==> src/hdl/imu_bcc_pkg.sv <==
// Shared types, constants and helper functions of the IMU bias calibrate and correct block
`timescale 1ns / 1ps

package imu_bcc_pkg;

  // Axis layout: accel x, y, z then gyro x, y, z
  localparam int AXES      = 6;
  localparam int AXIS_W    = $clog2(AXES);
  localparam int RAW_W     = 16;
  localparam int SUM_W     = 33;
  localparam int AVG_W     = 32;
  localparam int ACC_OUT_W = 25;
  localparam int GYR_OUT_W = 20;
  localparam int DEN_W     = 16;
  localparam int WIDE_W    = 48;

  // One g on the z accel, in raw counts
  localparam int ONE_G = 4096;

  // Calibration run length after reset
  localparam logic [DEN_W-1:0] COUNT_RESET = 16'd64;

  // Gyro scaling: multiply by 31970 (about 2^20 / 32.8), then round off 20 bits
  localparam int GYRO_RECIP_W = 16;
  localparam logic [GYRO_RECIP_W-1:0] GYRO_RECIP = 16'd31970;
  localparam int GS_DIG_W  = 4;
  localparam int GS_DIGITS = GYRO_RECIP_W / GS_DIG_W;
  localparam int GS_SHIFT  = 20;
  localparam int GS_PROD_W = AVG_W + GYRO_RECIP_W;
  localparam int GS_Q_W    = GS_PROD_W - GS_SHIFT + 1;

  typedef logic signed [RAW_W-1:0]     raw_t;
  typedef logic signed [SUM_W-1:0]     sum_t;
  typedef logic signed [AVG_W-1:0]     avg_t;
  typedef logic signed [ACC_OUT_W-1:0] acc_out_t;
  typedef logic signed [GYR_OUT_W-1:0] gyr_out_t;
  typedef logic signed [GS_Q_W-1:0]    gs_q_t;
  typedef logic signed [WIDE_W-1:0]    wide_t;

  // Sequencer states
  typedef enum logic [2:0] {
    ST_IDLE,
    ST_ACCUM,
    ST_DIV_GO,
    ST_DIV_WAIT,
    ST_SCALE_GO,
    ST_SCALE_WAIT,
    ST_FINISH
  } state_t;

  // Clamp to the accel output / bias range
  function automatic acc_out_t sat_acc(input wide_t v);
    wide_t hi;
    wide_t lo;
    hi = (wide_t'(1) <<< (ACC_OUT_W - 1)) - wide_t'(1);
    lo = -hi - wide_t'(1);
    if (v > hi) begin
      return acc_out_t'(hi);
    end else if (v < lo) begin
      return acc_out_t'(lo);
    end
    return acc_out_t'(v);
  endfunction

  // Clamp to the gyro output range
  function automatic gyr_out_t sat_gyr(input wide_t v);
    wide_t hi;
    wide_t lo;
    hi = (wide_t'(1) <<< (GYR_OUT_W - 1)) - wide_t'(1);
    lo = -hi - wide_t'(1);
    if (v > hi) begin
      return gyr_out_t'(hi);
    end else if (v < lo) begin
      return gyr_out_t'(lo);
    end
    return gyr_out_t'(v);
  endfunction

  // One hex digit of the gyro reciprocal, digit 0 is the least significant
  function automatic logic [GS_DIG_W-1:0] gyro_digit(input int idx);
    return GYRO_RECIP[idx*GS_DIG_W +: GS_DIG_W];
  endfunction

endpackage

==> src/hdl/imu_bcc_in_if.sv <==
// Input channel interface: one raw six-axis sample per word
`timescale 1ns / 1ps

interface imu_bcc_in_if;
  logic                    valid;
  logic                    ready;
  logic                    mode;
  imu_bcc_pkg::raw_t       accel_x_raw;
  imu_bcc_pkg::raw_t       accel_y_raw;
  imu_bcc_pkg::raw_t       accel_z_raw;
  imu_bcc_pkg::raw_t       gyro_x_raw;
  imu_bcc_pkg::raw_t       gyro_y_raw;
  imu_bcc_pkg::raw_t       gyro_z_raw;

  modport source (
    output valid, mode, accel_x_raw, accel_y_raw, accel_z_raw,
           gyro_x_raw, gyro_y_raw, gyro_z_raw,
    input  ready
  );

  modport sink (
    input  valid, mode, accel_x_raw, accel_y_raw, accel_z_raw,
           gyro_x_raw, gyro_y_raw, gyro_z_raw,
    output ready
  );
endinterface

==> src/hdl/imu_bcc_out_if.sv <==
// Result channel interface: corrected sample or fresh biases per word
`timescale 1ns / 1ps

interface imu_bcc_out_if;
  logic                    valid;
  logic                    ready;
  imu_bcc_pkg::acc_out_t   accel_x_out;
  imu_bcc_pkg::acc_out_t   accel_y_out;
  imu_bcc_pkg::acc_out_t   accel_z_out;
  imu_bcc_pkg::gyr_out_t   gyro_x_out;
  imu_bcc_pkg::gyr_out_t   gyro_y_out;
  imu_bcc_pkg::gyr_out_t   gyro_z_out;
  logic                    calib_done;

  modport source (
    output valid, accel_x_out, accel_y_out, accel_z_out,
           gyro_x_out, gyro_y_out, gyro_z_out, calib_done,
    input  ready
  );

  modport sink (
    input  valid, accel_x_out, accel_y_out, accel_z_out,
           gyro_x_out, gyro_y_out, gyro_z_out, calib_done,
    output ready
  );
endinterface

==> src/hdl/imu_bcc_div.sv <==
// Bit-serial restoring divider: round(sum * 2^FRACTION_BITS / den), clamped to 32 bits
`timescale 1ns / 1ps

module imu_bcc_div #(
  parameter int FRACTION_BITS = 8
) (
  input  logic                                clk,
  input  logic                                rst_n,
  input  logic                                start,
  input  imu_bcc_pkg::sum_t                   num,
  input  logic [imu_bcc_pkg::DEN_W-1:0]       den,
  output logic                                done,
  output imu_bcc_pkg::avg_t                   q
);

  localparam int SUM_W = imu_bcc_pkg::SUM_W;
  localparam int AVG_W = imu_bcc_pkg::AVG_W;
  localparam int DEN_W = imu_bcc_pkg::DEN_W;
  localparam int NUM_W = SUM_W + FRACTION_BITS;
  localparam int CNT_W = $clog2(NUM_W);

  logic [NUM_W-1:0]  work_r;
  logic [DEN_W-1:0]  rem_r;
  logic [DEN_W-1:0]  den_r;
  logic              neg_r;
  logic [CNT_W-1:0]  cnt_r;
  logic              run_r;
  logic              fin_r;
  logic              done_r;
  imu_bcc_pkg::avg_t q_r;

  logic [SUM_W-1:0]  mag;
  logic [NUM_W-1:0]  dividend;
  logic [DEN_W:0]    trial;
  logic              ge;
  logic [DEN_W-1:0]  rem_nxt;
  logic              ovf;
  logic [AVG_W-2:0]  qmag;

  // Magnitude of the scaled sum plus half the divisor for round half away from zero
  always_comb begin
    mag      = num[SUM_W-1] ? SUM_W'(-num) : SUM_W'(num);
    dividend = (NUM_W'(mag) << FRACTION_BITS) + NUM_W'(den >> 1);
  end

  // One quotient bit per cycle: shift in the next dividend bit, try to subtract
  always_comb begin
    trial   = {rem_r, work_r[NUM_W-1]};
    ge      = (trial >= {1'b0, den_r});
    rem_nxt = ge ? DEN_W'(trial - {1'b0, den_r}) : trial[DEN_W-1:0];
  end

  // Clamp the quotient magnitude to 31 bits
  always_comb begin
    ovf  = |work_r[NUM_W-1:AVG_W-1];
    qmag = ovf ? {(AVG_W-1){1'b1}} : work_r[AVG_W-2:0];
  end

  // Sequence control
  always_ff @(posedge clk) begin
    if (!rst_n) begin
      run_r  <= 1'b0;
      fin_r  <= 1'b0;
      done_r <= 1'b0;
    end else begin
      done_r <= fin_r;
      fin_r  <= run_r && (cnt_r == '0);
      if (start) begin
        run_r <= 1'b1;
      end else if (run_r && (cnt_r == '0)) begin
        run_r <= 1'b0;
      end
    end
  end

  // Load, shift and finish the quotient
  always_ff @(posedge clk) begin
    if (start) begin
      work_r <= dividend;
      rem_r  <= '0;
      den_r  <= den;
      neg_r  <= num[SUM_W-1];
      cnt_r  <= CNT_W'(NUM_W - 1);
    end else if (run_r) begin
      work_r <= {work_r[NUM_W-2:0], ge};
      rem_r  <= rem_nxt;
      cnt_r  <= cnt_r - CNT_W'(1);
    end
    if (fin_r) begin
      q_r <= neg_r ? -imu_bcc_pkg::avg_t'({1'b0, qmag}) : imu_bcc_pkg::avg_t'({1'b0, qmag});
    end
  end

  assign done = done_r;
  assign q    = q_r;

endmodule

==> src/hdl/imu_bcc_gscale.sv <==
// Digit-serial gyro scaler: round(x * 31970 / 2^20), one hex digit of the constant per cycle
`timescale 1ns / 1ps

module imu_bcc_gscale (
  input  logic                clk,
  input  logic                rst_n,
  input  logic                start,
  input  imu_bcc_pkg::avg_t   x,
  output logic                done,
  output imu_bcc_pkg::gs_q_t  q
);

  localparam int AVG_W     = imu_bcc_pkg::AVG_W;
  localparam int DIG_W     = imu_bcc_pkg::GS_DIG_W;
  localparam int PROD_W    = imu_bcc_pkg::GS_PROD_W;
  localparam int SHIFT     = imu_bcc_pkg::GS_SHIFT;
  localparam int Q_W       = imu_bcc_pkg::GS_Q_W;
  localparam int PART_W    = AVG_W + DIG_W;
  localparam int CNT_W     = $clog2(imu_bcc_pkg::GS_DIGITS);

  logic [AVG_W-1:0]    mag_r;
  logic                neg_r;
  logic [PROD_W-1:0]   acc_r;
  logic [CNT_W-1:0]    cnt_r;
  logic                run_r;
  logic                fin_r;
  logic                done_r;
  imu_bcc_pkg::gs_q_t  q_r;

  logic [DIG_W-1:0]    dig;
  logic [PART_W-1:0]   part;
  logic [PROD_W-1:0]   acc_nxt;
  logic [PROD_W-1:0]   rnd;
  logic [Q_W-2:0]      qmag;

  // Horner step, most significant digit first
  always_comb begin
    dig     = imu_bcc_pkg::gyro_digit(int'(cnt_r));
    part    = PART_W'(mag_r) * PART_W'(dig);
    acc_nxt = (acc_r << DIG_W) + PROD_W'(part);
  end

  // Round half away from zero on the magnitude, drop the fraction
  always_comb begin
    rnd  = acc_r + (PROD_W'(1) << (SHIFT - 1));
    qmag = rnd[PROD_W-1:SHIFT];
  end

  // Sequence control
  always_ff @(posedge clk) begin
    if (!rst_n) begin
      run_r  <= 1'b0;
      fin_r  <= 1'b0;
      done_r <= 1'b0;
    end else begin
      done_r <= fin_r;
      fin_r  <= run_r && (cnt_r == '0);
      if (start) begin
        run_r <= 1'b1;
      end else if (run_r && (cnt_r == '0)) begin
        run_r <= 1'b0;
      end
    end
  end

  // Load, accumulate and finish
  always_ff @(posedge clk) begin
    if (start) begin
      mag_r <= x[AVG_W-1] ? AVG_W'(-x) : AVG_W'(x);
      neg_r <= x[AVG_W-1];
      acc_r <= '0;
      cnt_r <= CNT_W'(imu_bcc_pkg::GS_DIGITS - 1);
    end else if (run_r) begin
      acc_r <= acc_nxt;
      cnt_r <= cnt_r - CNT_W'(1);
    end
    if (fin_r) begin
      q_r <= neg_r ? -imu_bcc_pkg::gs_q_t'({1'b0, qmag}) : imu_bcc_pkg::gs_q_t'({1'b0, qmag});
    end
  end

  assign done = done_r;
  assign q    = q_r;

endmodule

==> src/hdl/imu_bias_calibrate_correct.sv <==
// Top level of the six-axis IMU bias calibrate and correct block. One input word
// carries a raw sample; in measure mode the block returns the bias-corrected accel
// (counts, FRACTION_BITS fraction bits) and gyro (deg/s, FRACTION_BITS fraction
// bits), saturated; the time this takes is set by the three
// gyro scaling lanes, which multiply by 31970 one hex digit per cycle. A calibration
// word that does not close the run is summed and returns nothing. For the word
// that closes the run, one shared bit-serial divider forms the six averages one
// after another, one quotient bit per cycle, then the gyro lanes scale the gyro ones; the
// result carries the new biases with calib_done set. The block takes one word at
// a time; a finished result waits in the output register while the next word is
// accepted. cfg_wr_en writes sample_count (zero acts as one); write it only while
// idle, the block itself does not enforce this.
`timescale 1ns / 1ps

module imu_bias_calibrate_correct #(
  parameter int FRACTION_BITS = 8
) (
  input  logic                             clk,
  input  logic                             rst_n,
  imu_bcc_in_if.sink                       in_ch,
  imu_bcc_out_if.source                    out_ch,
  input  logic                             cfg_wr_en,
  input  logic [imu_bcc_pkg::DEN_W-1:0]    cfg_wr_data
);

  localparam int AXES   = imu_bcc_pkg::AXES;
  localparam int AXIS_W = imu_bcc_pkg::AXIS_W;
  localparam int DEN_W  = imu_bcc_pkg::DEN_W;
  localparam logic [AXIS_W-1:0] LAST_AXIS = AXIS_W'(AXES - 1);

  imu_bcc_pkg::state_t     state_r, state_nxt;

  // Captured sample
  logic                    mode_r;
  imu_bcc_pkg::raw_t       raw_r   [AXES];

  // Calibration state
  imu_bcc_pkg::sum_t       sum_r   [AXES];
  imu_bcc_pkg::acc_out_t   bias_r  [AXES];
  imu_bcc_pkg::avg_t       avg_r   [AXES];
  logic [DEN_W-1:0]        taken_r;
  logic [DEN_W-1:0]        count_r;
  logic [AXIS_W-1:0]       axis_r;

  // Output register
  logic                    out_valid_r;
  imu_bcc_pkg::acc_out_t   out_acc_r [3];
  imu_bcc_pkg::gyr_out_t   out_gyr_r [3];
  logic                    out_done_r;

  // Control
  logic                    in_ready;
  logic                    in_fire;
  logic                    out_free;
  logic                    out_load;
  logic                    div_start;
  logic                    gs_start;

  // Arithmetic
  imu_bcc_pkg::sum_t       sum_upd [AXES];
  logic [DEN_W-1:0]        taken_nxt;
  logic [DEN_W-1:0]        n_eff;
  logic                    run_done;

  logic                    div_done;
  imu_bcc_pkg::avg_t       div_q;

  imu_bcc_pkg::avg_t       gs_x    [3];
  imu_bcc_pkg::gs_q_t      gs_q    [3];
  logic [2:0]              gs_done;

  imu_bcc_pkg::acc_out_t   new_bias [AXES];
  imu_bcc_pkg::acc_out_t   acc_res  [3];
  imu_bcc_pkg::gyr_out_t   gyr_res  [3];

  assign in_fire  = in_ready && in_ch.valid;
  assign out_free = !out_valid_r || out_ch.ready;

  // Next state
  always_comb begin
    state_nxt = state_r;
    case (state_r)
      imu_bcc_pkg::ST_IDLE: begin
        if (in_ch.valid) begin
          state_nxt = in_ch.mode ? imu_bcc_pkg::ST_ACCUM : imu_bcc_pkg::ST_SCALE_GO;
        end
      end
      imu_bcc_pkg::ST_ACCUM: begin
        state_nxt = run_done ? imu_bcc_pkg::ST_DIV_GO : imu_bcc_pkg::ST_IDLE;
      end
      imu_bcc_pkg::ST_DIV_GO: begin
        state_nxt = imu_bcc_pkg::ST_DIV_WAIT;
      end
      imu_bcc_pkg::ST_DIV_WAIT: begin
        if (div_done) begin
          state_nxt = (axis_r == LAST_AXIS) ? imu_bcc_pkg::ST_SCALE_GO
                                            : imu_bcc_pkg::ST_DIV_GO;
        end
      end
      imu_bcc_pkg::ST_SCALE_GO: begin
        state_nxt = imu_bcc_pkg::ST_SCALE_WAIT;
      end
      imu_bcc_pkg::ST_SCALE_WAIT: begin
        if (&gs_done) begin
          state_nxt = imu_bcc_pkg::ST_FINISH;
        end
      end
      imu_bcc_pkg::ST_FINISH: begin
        if (out_free) begin
          state_nxt = imu_bcc_pkg::ST_IDLE;
        end
      end
      default: begin
        state_nxt = imu_bcc_pkg::ST_IDLE;
      end
    endcase
  end

  // State outputs
  always_comb begin
    in_ready  = 1'b0;
    div_start = 1'b0;
    gs_start  = 1'b0;
    out_load  = 1'b0;
    case (state_r)
      imu_bcc_pkg::ST_IDLE:     in_ready  = 1'b1;
      imu_bcc_pkg::ST_DIV_GO:   div_start = 1'b1;
      imu_bcc_pkg::ST_SCALE_GO: gs_start  = 1'b1;
      imu_bcc_pkg::ST_FINISH:   out_load  = out_free;
      default: begin
        in_ready = 1'b0;
      end
    endcase
  end

  // Per-axis running sums, one g taken off the z accel
  always_comb begin
    for (int i = 0; i < AXES; i++) begin
      sum_upd[i] = sum_r[i] + imu_bcc_pkg::sum_t'(raw_r[i]);
    end
    sum_upd[2] = sum_r[2] + imu_bcc_pkg::sum_t'(raw_r[2])
               - imu_bcc_pkg::sum_t'(imu_bcc_pkg::ONE_G);
    taken_nxt = taken_r + DEN_W'(1);
    n_eff     = (count_r == '0) ? DEN_W'(1) : count_r;
    run_done  = (taken_nxt >= n_eff);
  end

  // Shared divider for the six averages
  imu_bcc_div #(
    .FRACTION_BITS (FRACTION_BITS)
  ) u_div (
    .clk   (clk),
    .rst_n (rst_n),
    .start (div_start),
    .num   (sum_r[axis_r]),
    .den   (n_eff),
    .done  (div_done),
    .q     (div_q)
  );

  // Gyro scaling lanes: raw sample in measure mode, averages at the end of a run
  for (genvar g = 0; g < 3; g++) begin : g_gs
    assign gs_x[g] = mode_r ? avg_r[3+g]
                            : (imu_bcc_pkg::avg_t'(raw_r[3+g]) <<< FRACTION_BITS);

    imu_bcc_gscale u_gscale (
      .clk   (clk),
      .rst_n (rst_n),
      .start (gs_start),
      .x     (gs_x[g]),
      .done  (gs_done[g]),
      .q     (gs_q[g])
    );
  end

  // Corrected values and new biases
  always_comb begin
    for (int i = 0; i < 3; i++) begin
      new_bias[i]   = imu_bcc_pkg::sat_acc(imu_bcc_pkg::wide_t'(avg_r[i]));
      new_bias[3+i] = imu_bcc_pkg::sat_acc(imu_bcc_pkg::wide_t'(gs_q[i]));
      if (mode_r) begin
        acc_res[i] = new_bias[i];
        gyr_res[i] = imu_bcc_pkg::sat_gyr(imu_bcc_pkg::wide_t'(new_bias[3+i]));
      end else begin
        acc_res[i] = imu_bcc_pkg::sat_acc(
                       (imu_bcc_pkg::wide_t'(raw_r[i]) <<< FRACTION_BITS)
                       - imu_bcc_pkg::wide_t'(bias_r[i]));
        gyr_res[i] = imu_bcc_pkg::sat_gyr(
                       imu_bcc_pkg::wide_t'(gs_q[i])
                       - imu_bcc_pkg::wide_t'(bias_r[3+i]));
      end
    end
  end

  // Control state, calibration state and configuration
  always_ff @(posedge clk) begin
    if (!rst_n) begin
      state_r     <= imu_bcc_pkg::ST_IDLE;
      out_valid_r <= 1'b0;
      count_r     <= imu_bcc_pkg::COUNT_RESET;
      taken_r     <= '0;
      for (int i = 0; i < AXES; i++) begin
        sum_r[i]  <= '0;
        bias_r[i] <= '0;
      end
    end else begin
      state_r <= state_nxt;
      if (cfg_wr_en) begin
        count_r <= cfg_wr_data;
      end
      if (out_load) begin
        out_valid_r <= 1'b1;
      end else if (out_ch.ready) begin
        out_valid_r <= 1'b0;
      end
      if (state_r == imu_bcc_pkg::ST_ACCUM) begin
        taken_r <= run_done ? '0 : taken_nxt;
        for (int i = 0; i < AXES; i++) begin
          sum_r[i] <= sum_upd[i];
        end
      end
      // Commit the new biases and restart the sums when the run closes
      if (out_load && mode_r) begin
        for (int i = 0; i < AXES; i++) begin
          bias_r[i] <= new_bias[i];
          sum_r[i]  <= '0;
        end
      end
    end
  end

  // Capture the word, collect averages, load the output register
  always_ff @(posedge clk) begin
    if (in_fire) begin
      mode_r   <= in_ch.mode;
      raw_r[0] <= in_ch.accel_x_raw;
      raw_r[1] <= in_ch.accel_y_raw;
      raw_r[2] <= in_ch.accel_z_raw;
      raw_r[3] <= in_ch.gyro_x_raw;
      raw_r[4] <= in_ch.gyro_y_raw;
      raw_r[5] <= in_ch.gyro_z_raw;
    end
    if (state_r == imu_bcc_pkg::ST_ACCUM) begin
      axis_r <= '0;
    end else if ((state_r == imu_bcc_pkg::ST_DIV_WAIT) && div_done) begin
      avg_r[axis_r] <= div_q;
      axis_r        <= axis_r + AXIS_W'(1);
    end
    if (out_load) begin
      for (int i = 0; i < 3; i++) begin
        out_acc_r[i] <= acc_res[i];
        out_gyr_r[i] <= gyr_res[i];
      end
      out_done_r <= mode_r;
    end
  end

  assign in_ch.ready        = in_ready;
  assign out_ch.valid       = out_valid_r;
  assign out_ch.accel_x_out = out_acc_r[0];
  assign out_ch.accel_y_out = out_acc_r[1];
  assign out_ch.accel_z_out = out_acc_r[2];
  assign out_ch.gyro_x_out  = out_gyr_r[0];
  assign out_ch.gyro_y_out  = out_gyr_r[1];
  assign out_ch.gyro_z_out  = out_gyr_r[2];
  assign out_ch.calib_done  = out_done_r;

endmodule

==> src/flat_wrapper.sv <==
// flat-port wrapper written by rule: the top's interface ports become plain ports
module imu_bias_calibrate_correct_flat 
#(
  parameter int FRACTION_BITS = 8
)
  (clk, rst_n, cfg_wr_en, cfg_wr_data, in_ch_valid, in_ch_mode, in_ch_accel_x_raw, in_ch_accel_y_raw, in_ch_accel_z_raw, in_ch_gyro_x_raw, in_ch_gyro_y_raw, in_ch_gyro_z_raw, in_ch_ready, out_ch_valid, out_ch_accel_x_out, out_ch_accel_y_out, out_ch_accel_z_out, out_ch_gyro_x_out, out_ch_gyro_y_out, out_ch_gyro_z_out, out_ch_calib_done, out_ch_ready);
  imu_bcc_in_if in_ch_i ();
  imu_bcc_out_if out_ch_i ();
  input  logic clk;
  input  logic rst_n;
  input  logic cfg_wr_en;
  input  logic [imu_bcc_pkg::DEN_W-1:0] cfg_wr_data;
  input wire logic [$bits(in_ch_i.valid)-1:0] in_ch_valid;
  input wire logic [$bits(in_ch_i.mode)-1:0] in_ch_mode;
  input wire logic [$bits(in_ch_i.accel_x_raw)-1:0] in_ch_accel_x_raw;
  input wire logic [$bits(in_ch_i.accel_y_raw)-1:0] in_ch_accel_y_raw;
  input wire logic [$bits(in_ch_i.accel_z_raw)-1:0] in_ch_accel_z_raw;
  input wire logic [$bits(in_ch_i.gyro_x_raw)-1:0] in_ch_gyro_x_raw;
  input wire logic [$bits(in_ch_i.gyro_y_raw)-1:0] in_ch_gyro_y_raw;
  input wire logic [$bits(in_ch_i.gyro_z_raw)-1:0] in_ch_gyro_z_raw;
  output wire logic [$bits(in_ch_i.ready)-1:0] in_ch_ready;
  output wire logic [$bits(out_ch_i.valid)-1:0] out_ch_valid;
  output wire logic [$bits(out_ch_i.accel_x_out)-1:0] out_ch_accel_x_out;
  output wire logic [$bits(out_ch_i.accel_y_out)-1:0] out_ch_accel_y_out;
  output wire logic [$bits(out_ch_i.accel_z_out)-1:0] out_ch_accel_z_out;
  output wire logic [$bits(out_ch_i.gyro_x_out)-1:0] out_ch_gyro_x_out;
  output wire logic [$bits(out_ch_i.gyro_y_out)-1:0] out_ch_gyro_y_out;
  output wire logic [$bits(out_ch_i.gyro_z_out)-1:0] out_ch_gyro_z_out;
  output wire logic [$bits(out_ch_i.calib_done)-1:0] out_ch_calib_done;
  input wire logic [$bits(out_ch_i.ready)-1:0] out_ch_ready;
  assign in_ch_i.valid = in_ch_valid;
  assign in_ch_i.mode = in_ch_mode;
  assign in_ch_i.accel_x_raw = in_ch_accel_x_raw;
  assign in_ch_i.accel_y_raw = in_ch_accel_y_raw;
  assign in_ch_i.accel_z_raw = in_ch_accel_z_raw;
  assign in_ch_i.gyro_x_raw = in_ch_gyro_x_raw;
  assign in_ch_i.gyro_y_raw = in_ch_gyro_y_raw;
  assign in_ch_i.gyro_z_raw = in_ch_gyro_z_raw;
  assign in_ch_ready = in_ch_i.ready;
  assign out_ch_valid = out_ch_i.valid;
  assign out_ch_accel_x_out = out_ch_i.accel_x_out;
  assign out_ch_accel_y_out = out_ch_i.accel_y_out;
  assign out_ch_accel_z_out = out_ch_i.accel_z_out;
  assign out_ch_gyro_x_out = out_ch_i.gyro_x_out;
  assign out_ch_gyro_y_out = out_ch_i.gyro_y_out;
  assign out_ch_gyro_z_out = out_ch_i.gyro_z_out;
  assign out_ch_calib_done = out_ch_i.calib_done;
  assign out_ch_i.ready = out_ch_ready;
  imu_bias_calibrate_correct #(.FRACTION_BITS(FRACTION_BITS)) u_core (.clk(clk), .rst_n(rst_n), .in_ch(in_ch_i), .out_ch(out_ch_i), .cfg_wr_en(cfg_wr_en), .cfg_wr_data(cfg_wr_data));
endmodule
==> config.mk <==
export PLATFORM = sky130hd
export DESIGN_NAME = imu_bias_calibrate_correct_flat
export DESIGN_NICKNAME = d
export VERILOG_FILES = /design/src/hdl/imu_bcc_pkg.sv /design/src/hdl/imu_bcc_in_if.sv /design/src/hdl/imu_bcc_out_if.sv /design/src/hdl/imu_bcc_div.sv /design/src/hdl/imu_bcc_gscale.sv /design/src/hdl/imu_bias_calibrate_correct.sv /design/src/flat_wrapper.sv
export SDC_FILE = /design/constraint.sdc
export NUM_CORES = 2
export LEC_CHECK = 0
export BUFFER_PORTS_ARGS = -buffer_cell sky130_fd_sc_hd__buf_2
export CORE_MARGIN = 2
export CORE_UTILIZATION = 65
export DETAILED_ROUTE_END_ITERATION = 10
export PLACE_DENSITY_LB_ADDON = 0.15
export SLEW_MARGIN = 10
export SYNTH_ARGS = -nofsm -noshare
export SYNTH_HDL_FRONTEND = slang
export SYNTH_HIERARCHICAL = 1
export SYNTH_SLANG_ARGS = --single-unit
==> constraint.sdc <==
create_clock -name clk -period 21.2 [get_ports clk]
set_input_delay 4.24 -clock clk [delete_from_list [all_inputs] [get_ports clk]]
set_output_delay 4.24 -clock clk [all_outputs]
set_load 0.03 [all_outputs]
### Word-level counts from Yosys, hierarchy flattened

Memories as Yosys holds them, arrays and structs flattened. A register that Yosys moved wholly into a read port is not among the register bits.
Index checks and enable logic that the tools add are counted.
Widths: inputs -> output; s select.

| operators by class | value |
|---|---|
| bitwise operators | 18 |
| shift-type cells | 3 |
| add/subtract/negate cells | 35 |
| magnitude comparators | 32 |
| $mul | 3 |
| eq/ne operators | 11 |
| reduce and logical (&&, ||, !) cells | 24 |
| multiplexer cells | 163 |

Operators with widths:

| kind | count |
|---|---|
| $mux 25 | 36 |
| $mux 33 | 13 |
| $mux 20 | 21 |
| $add 33x16->33 | 6 |
| $mux 31 | 5 |
| $add 48x20->48 const B | 3 |
| $add 48x36->48 | 3 |
| $gt 48x20->1 const B | 3 |
| $gt 48x25->1 const B | 3 |
| $lt 48x20->1 const B | 3 |
| $lt 48x25->1 const B | 3 |
| $mul 32x4->36 | 3 |
| $gt 32x25->1 const B | 3 |
| $lt 32x25->1 const B | 3 |
| $mux 32 | 3 |
| $neg 32->32 | 3 |
| $sub 29x25->30 | 3 |
| $gt 29x25->1 const B | 3 |
| $lt 29x25->1 const B | 3 |
| $neg 28->29 | 3 |
| $mux 28 | 3 |
| $mux 41 | 2 |
| $sub 24x25->26 | 3 |
| $gt 25x20->1 const B | 3 |
| 35 further kinds | 152 |

| word-level totals | value |
|---|---|
| memories | 6 |
| output and inout bits | 138 |
| memory bits (writable) | 771 |
| logic and storage cells | 342 |
| register bits | 501 |
| bits of input ports | 118 |

Memory list:

| name | words | width | rd ports | clocked after Yosys merged registers in | write ports | line | source |
|---|---|---|---|---|---|---|---|
| u_core.sum_r | 6 | 33 | 7 | 1 | 6 | imu_bias_calibrate_correct.sv:38 | `imu_bcc_pkg::sum_t sum_r [AXES];` |
| u_core.avg_r | 6 | 32 | 6 | 0 | 1 | imu_bias_calibrate_correct.sv:40 | `imu_bcc_pkg::avg_t avg_r [AXES];` |
| u_core.bias_r | 6 | 25 | 6 | 0 | 6 | imu_bias_calibrate_correct.sv:39 | `imu_bcc_pkg::acc_out_t bias_r [AXES];` |
| u_core.raw_r | 6 | 16 | 6 | 0 | 6 | imu_bias_calibrate_correct.sv:35 | `imu_bcc_pkg::raw_t raw_r [AXES];` |
| u_core.out_acc_r | 3 | 25 | 3 | 0 | 3 | imu_bias_calibrate_correct.sv:47 | `imu_bcc_pkg::acc_out_t out_acc_r [3];` |
| u_core.out_gyr_r | 3 | 20 | 3 | 0 | 3 | imu_bias_calibrate_correct.sv:48 | `imu_bcc_pkg::gyr_out_t out_gyr_r [3];` |

### Longest topological paths before layout

| logic depth | value |
|---|---|
| depth after elaboration | 10 |
| gate-level depth with buffers | 21 |
| mapped depth without buffers | 20 |

### Modules after synthesis

The synthesis kept the hierarchy.

Modules (own cells, without submodules):

| module | instances | seq. area each (µm²) | cells an instance | area an instance (µm²) |
|---|---|---|---|---|
| imu_bias_calibrate_correct | 1 | 24053.1 | 4944 | 50696.1 |
| imu_bcc_gscale (u_core.g_gs[2].u_gscale) | 1 | 2922.8 | 1266 | 11278.3 |
| imu_bcc_gscale (u_core.g_gs[1].u_gscale) | 1 | 2922.8 | 1244 | 11229.5 |
| imu_bcc_gscale (u_core.g_gs[0].u_gscale) | 1 | 2922.8 | 1219 | 11008.1 |
| imu_bcc_div | 1 | 3203.1 | 870 | 8125.3 |

### Worst setup path after synthesis

Ideal clock, no wire load.

| path | value |
|---|---|
| path type | in2reg |
| start point | input out_ch_ready |
| end point | memory u_core/sum_r[0][0] in the netlist's numbering, enable pin |
| stages on the path | 4 |
| buffers on the path | 0 |
| setup time | 0.547 ns |
| required time | 20.653 ns |
| slack | 5.304 ns |
| arrival | 15.350 ns |
| cells stage by stage | nand2b_1 > nor2b_1 > nand2_1 > nand3_1 |

RTL lines:

| what | line | source |
|---|---|---|
| from (decl) | flat_wrapper.sv:30 | `input wire logic [$bits(out_ch_i.ready)-1:0] out_ch_ready;` |
| to (decl) | imu_bias_calibrate_correct.sv:38 |  |

==> results.sh <==
export IMPL_status="finished, final reports clean"
export IMPL_grt_pass1_vias=69750
export IMPL_drv_cap=0
export IMPL_finalMaxSlewViolations=0
export IMPL_cts_made_buffers=144
export IMPL_yosysWarningCount=6
export IMPL_switchingPower_mw=7.494
export IMPL_first_pass_iters=6
export IMPL_postSynth_asyncResetShare_pct=0
export IMPL_final_antenna_net_count=0
export IMPL_setup_viol=0
export IMPL_synthMuxAreaShare_pct=3.049
export IMPL_dr_first_iter_drc_count=6869
export IMPL_fin_skew_ns=0.03594
export IMPL_antenna_found_initial=12
export IMPL_synth_nets=10510
export IMPL_via_per_inst=6.241
export IMPL_avgSynthCellArea_um2=9.676
export IMPL_powerDensity_mw_per_mm2=160.2
export IMPL_rsz0062_at_grt="no"
export IMPL_io_buffer_count=255
export IMPL_cts_tree="yes"
export IMPL_tightest_slew_ns=1.200
export IMPL_clk_pin_slew_worst_paths_ns=0.06
export IMPL_dpl_hpwl_mm=192.3
export IMPL_netlist_area_mm2=0.09234
export IMPL_grt_overflow=0
export IMPL_critPathKind="in -> reg"
export IMPL_gp_congestion=0.9797
export IMPL_vias=72530
export IMPL_postCtsHoldBufs=0
export IMPL_rows=138
export IMPL_fin_crit_ns=7.656
export IMPL_crit_start="out_ch_ready"
export IMPL_die_w_um=380.9
export IMPL_synthCells=9543
export IMPL_synth_xor_area_share_pct=6.922
export IMPL_endpoint_kind="flip-flop"
export IMPL_drt_total_wl_mm=252.3
export IMPL_cp_top_family="buffers and inverters"
export IMPL_grt_pass1_wl_mm=391.4
export IMPL_intPower_mw=8.515
export IMPL_crit_top_cell="buf_4"
export IMPL_fin_util_pct=70.75
export IMPL_r2r_start="u_core/g_gs[2].u_gscale/cnt_r[0]"
export IMPL_ys_ff_latch=1275
export IMPL_synth_top_family_by_area="simple AND/OR/NAND/NOR gates"
export IMPL_cts_setup_buffers=0
export IMPL_final_cell_mix="edfxtp_1 (1049), nor2_1 (842), inv_1 (824)"
export IMPL_area_growth_syn_to_layout_pct=8.218
export IMPL_die_area_mm2=0.1451
export IMPL_clk_insertion_delay_late_ns=0.79
export IMPL_cp_cell_sequence="buf_2 > nand2b_1 > nor2b_4 > buf_4 > nand2_1 > nand3_4 > buf_4 > buf_4"
export IMPL_required_ns=21.60
export IMPL_arrival_ns=8.06
export IMPL_die_y_um=380.9
export IMPL_clockBufferDepth=3
export IMPL_max_clock_freq_mhz=130.6
export IMPL_wl_per_cell_um=21.71
export IMPL_cts_root_buf="clkbuf_16"
export IMPL_fin_crit_sh_pct=36.11
export IMPL_synth_cell_types=125
export IMPL_track_usage_pct=34.20
export IMPL_power_clock_fraction_pct=16.2
export IMPL_clock_sinks=1275
export IMPL_initial_core_util_pct=65.38
export IMPL_synth_edf_count=1049
export IMPL_synth_adder_area_share_pct=13.83
export IMPL_hold_viol_final=0
export IMPL_worst_path_buf_inv=4
export IMPL_power_frac_seq_pct=21.0
export IMPL_combPwrFrac_pct=62.7
export IMPL_netSwitchingFraction_pct=46.81
export IMPL_ys_flop_type="edfxtp_1"
export IMPL_final_common_cell="edfxtp_1"
export IMPL_io_pin_count=256
export IMPL_vdd_drop_max_uv=196.4
export IMPL_drc=0
export IMPL_cts_resized_gates=0
export IMPL_h_tree_depth=4
export IMPL_fin_setup_tns_ns=0
export IMPL_power_leakage_nw=40.40
export IMPL_drive_gt1_share_pct=8.308
export IMPL_path_max_fanout=68
export IMPL_total_power_mw=16.01
export IMPL_max_slew_margin_pct=19.97
export IMPL_grt_max_degree=116
export IMPL_hold_start="u_core/g_gs[0].u_gscale/acc_r[13]"
export IMPL_nets=10570
export IMPL_yosys_area_share_simple_pct=16.55
export IMPL_hp_class="reg -> reg"
export IMPL_core_area_mm2=0.1412
export IMPL_cp_start_kind="input pin"
export IMPL_synth_compound_area_share_pct=15.45
export IMPL_cp_slowest_cell="buf_4"
export IMPL_max_stage_delay_ns=0.82
export IMPL_yosysSeqAreaShare_pct=39.01
==> state kept, by name, indices dropped and copies added, names as in the netlist, 32 cells and up, named ones only <==
register and flops:
u_core/sum_r 198, u_core/avg_r 192, u_core/bias_r 150, u_core/g_gs.u_gscale/acc_r 144, u_core/g_gs.u_gscale/mag_r 96, u_core/raw_r 96, u_core/g_gs.u_gscale/q 87, u_core/out_acc_r 75
u_core/out_gyr_r 60, u_core/u_div/work_r 41, u_core/u_div/q 32
==> cell type report <==
class                      instances  area (um^2)
antenna                            6        15.01
clock buffer                     173         3827
clock inverter                    94         1104
fill                           10750        41310
inverter                         828         3108
multi-input combinational       7027        51630
sequential                      1275        36030
tap                             1890         2365
timing repair buffer             329         1847
==> Yosys cell counts (29+ instances only) <==
master | count | area share (%)
nand2_1 | 632 | 2.6
nand3_1 | 178 | 0.96
dfxtp_1 | 226 | 4.9
xor2_1 | 240 | 2.3
and3_1 | 95 | 0.64
inv_1 | 824 | 3.3
or4_1 | 31 | 0.25
fa_1 | 284 | 6.2
o21ai_1 | 34 | 0.18
a21oi_1 | 721 | 3.9
mux4_2 | 33 | 0.80
o211ai_1 | 50 | 0.41
nor2b_1 | 252 | 1.7
xnor2_1 | 486 | 4.6
a31oi_1 | 75 | 0.51
buf_1 | 31 | 0.13
a211o_1 | 29 | 0.28
nand2b_1 | 113 | 0.77
a21o_1 | 223 | 1.8
o22ai_1 | 33 | 0.22
nor3b_1 | 31 | 0.25
or2_2 | 29 | 0.20
a211oi_1 | 84 | 0.68
o21bai_1 | 62 | 0.50
a22oi_1 | 37 | 0.30
nand4_1 | 104 | 0.70
clkbuf_1 | 336 | 1.4
nor3_1 | 151 | 0.82
ha_1 | 562 | 7.6
and2_1 | 267 | 1.8
nor4_1 | 68 | 0.46
o31ai_1 | 63 | 0.51
or3_1 | 69 | 0.47
nor2_1 | 843 | 3.4
mux2_2 | 72 | 0.88
mux2i_1 | 126 | 1.4
edfxtp_1 | 1049 | 34
o21a_1 | 91 | 0.74
o21ai_0 | 392 | 2.1
==> worst register-to-register path, stage by stage, from the launching register on <==
cell and delay, ns:
dfxtp_1 0.34, inv_1 0.11, ha_1 0.97, nor2b_1 0.17
fa_1 0.52, fa_1 0.54, inv_1 0.05, fa_1 0.50
inv_1 0.04, ha_1 0.39, a2111o_1 0.41, o21ai_0 0.41
a21oi_1 0.29, a41oi_1 0.70, nor3_1 0.15, or4_1 0.54
nand3_1 0.09
==> power groups by stage <==
stage / combinational (mW) / clock (mW) / sequential, mW
6_report: 10.0 / 2.60 / 3.37
5_1_grt: 11.2 / 2.73 / 3.40
4_1_cts: 9.95 / 2.64 / 3.36
3_5_place_dp: 9.88 / 0 / 3.41
3_3_place_gp: 9.68 / 0 / 3.40
2_1_floorplan: 7.71 / 0 / 3.23
==> kinds of logic (layout without fill, tap and decap cells) <==
group / after synthesis / count (layout)
other cells: 0 / 6
xor+xnor: 728 / 728
buf+inv: 1241 / 1424
fa+ha+maj: 851 / 851
compound gates: 2213 / 2213
mux: 231 / 231
simple gates: 3004 / 3004
flops: 1275 / 1275
==> worst paths after layout <==
| check | end | slack [ns] | cells after the start |
|---|---|---|---|
| worst min-delay path | u_core/g_gs[0].u_gscale/acc_r[13] | 0.46 | 2 |
| worst max register to register | u_core/g_gs[2].u_gscale/acc_r[38] | 14.91 | 16 |
| worst max-delay path | u_core/sum_r[1][1] | 13.54 | 8 |
| worst min register to register | u_core/g_gs[0].u_gscale/acc_r[13] | 0.46 | 2 |
==> routing by layer <==
layer	up-vias	wire length, um	GRT usage, %
met1	35030	102100	44.27
met3	612	17080	5.150
met4	12	15180	18.32
met5	-	89	0
met2	2727	117800	55.59
li1	34150	-	-
==> stage by stage <==
| step | cells | setup slack, ns | cell area [um^2] | hold slack (ns) |
|---|---|---|---|---|
| CTS | 11620 | 13.61 | 99910 | 0.4653 |
| detailed placement | 11350 | 12.79 | 94980 | 0.4516 |
| global route | 11620 | 13.34 | 99910 | 0.5034 |
| finish | 11620 | 13.54 | 99930 | 0.4627 |
| global placement | 11350 | 12.87 | 94980 | 0.4431 |
| floorplan | 9543 | 5.304 | 92340 | 0.4250 |
Power figures use the tool's default switching activity.
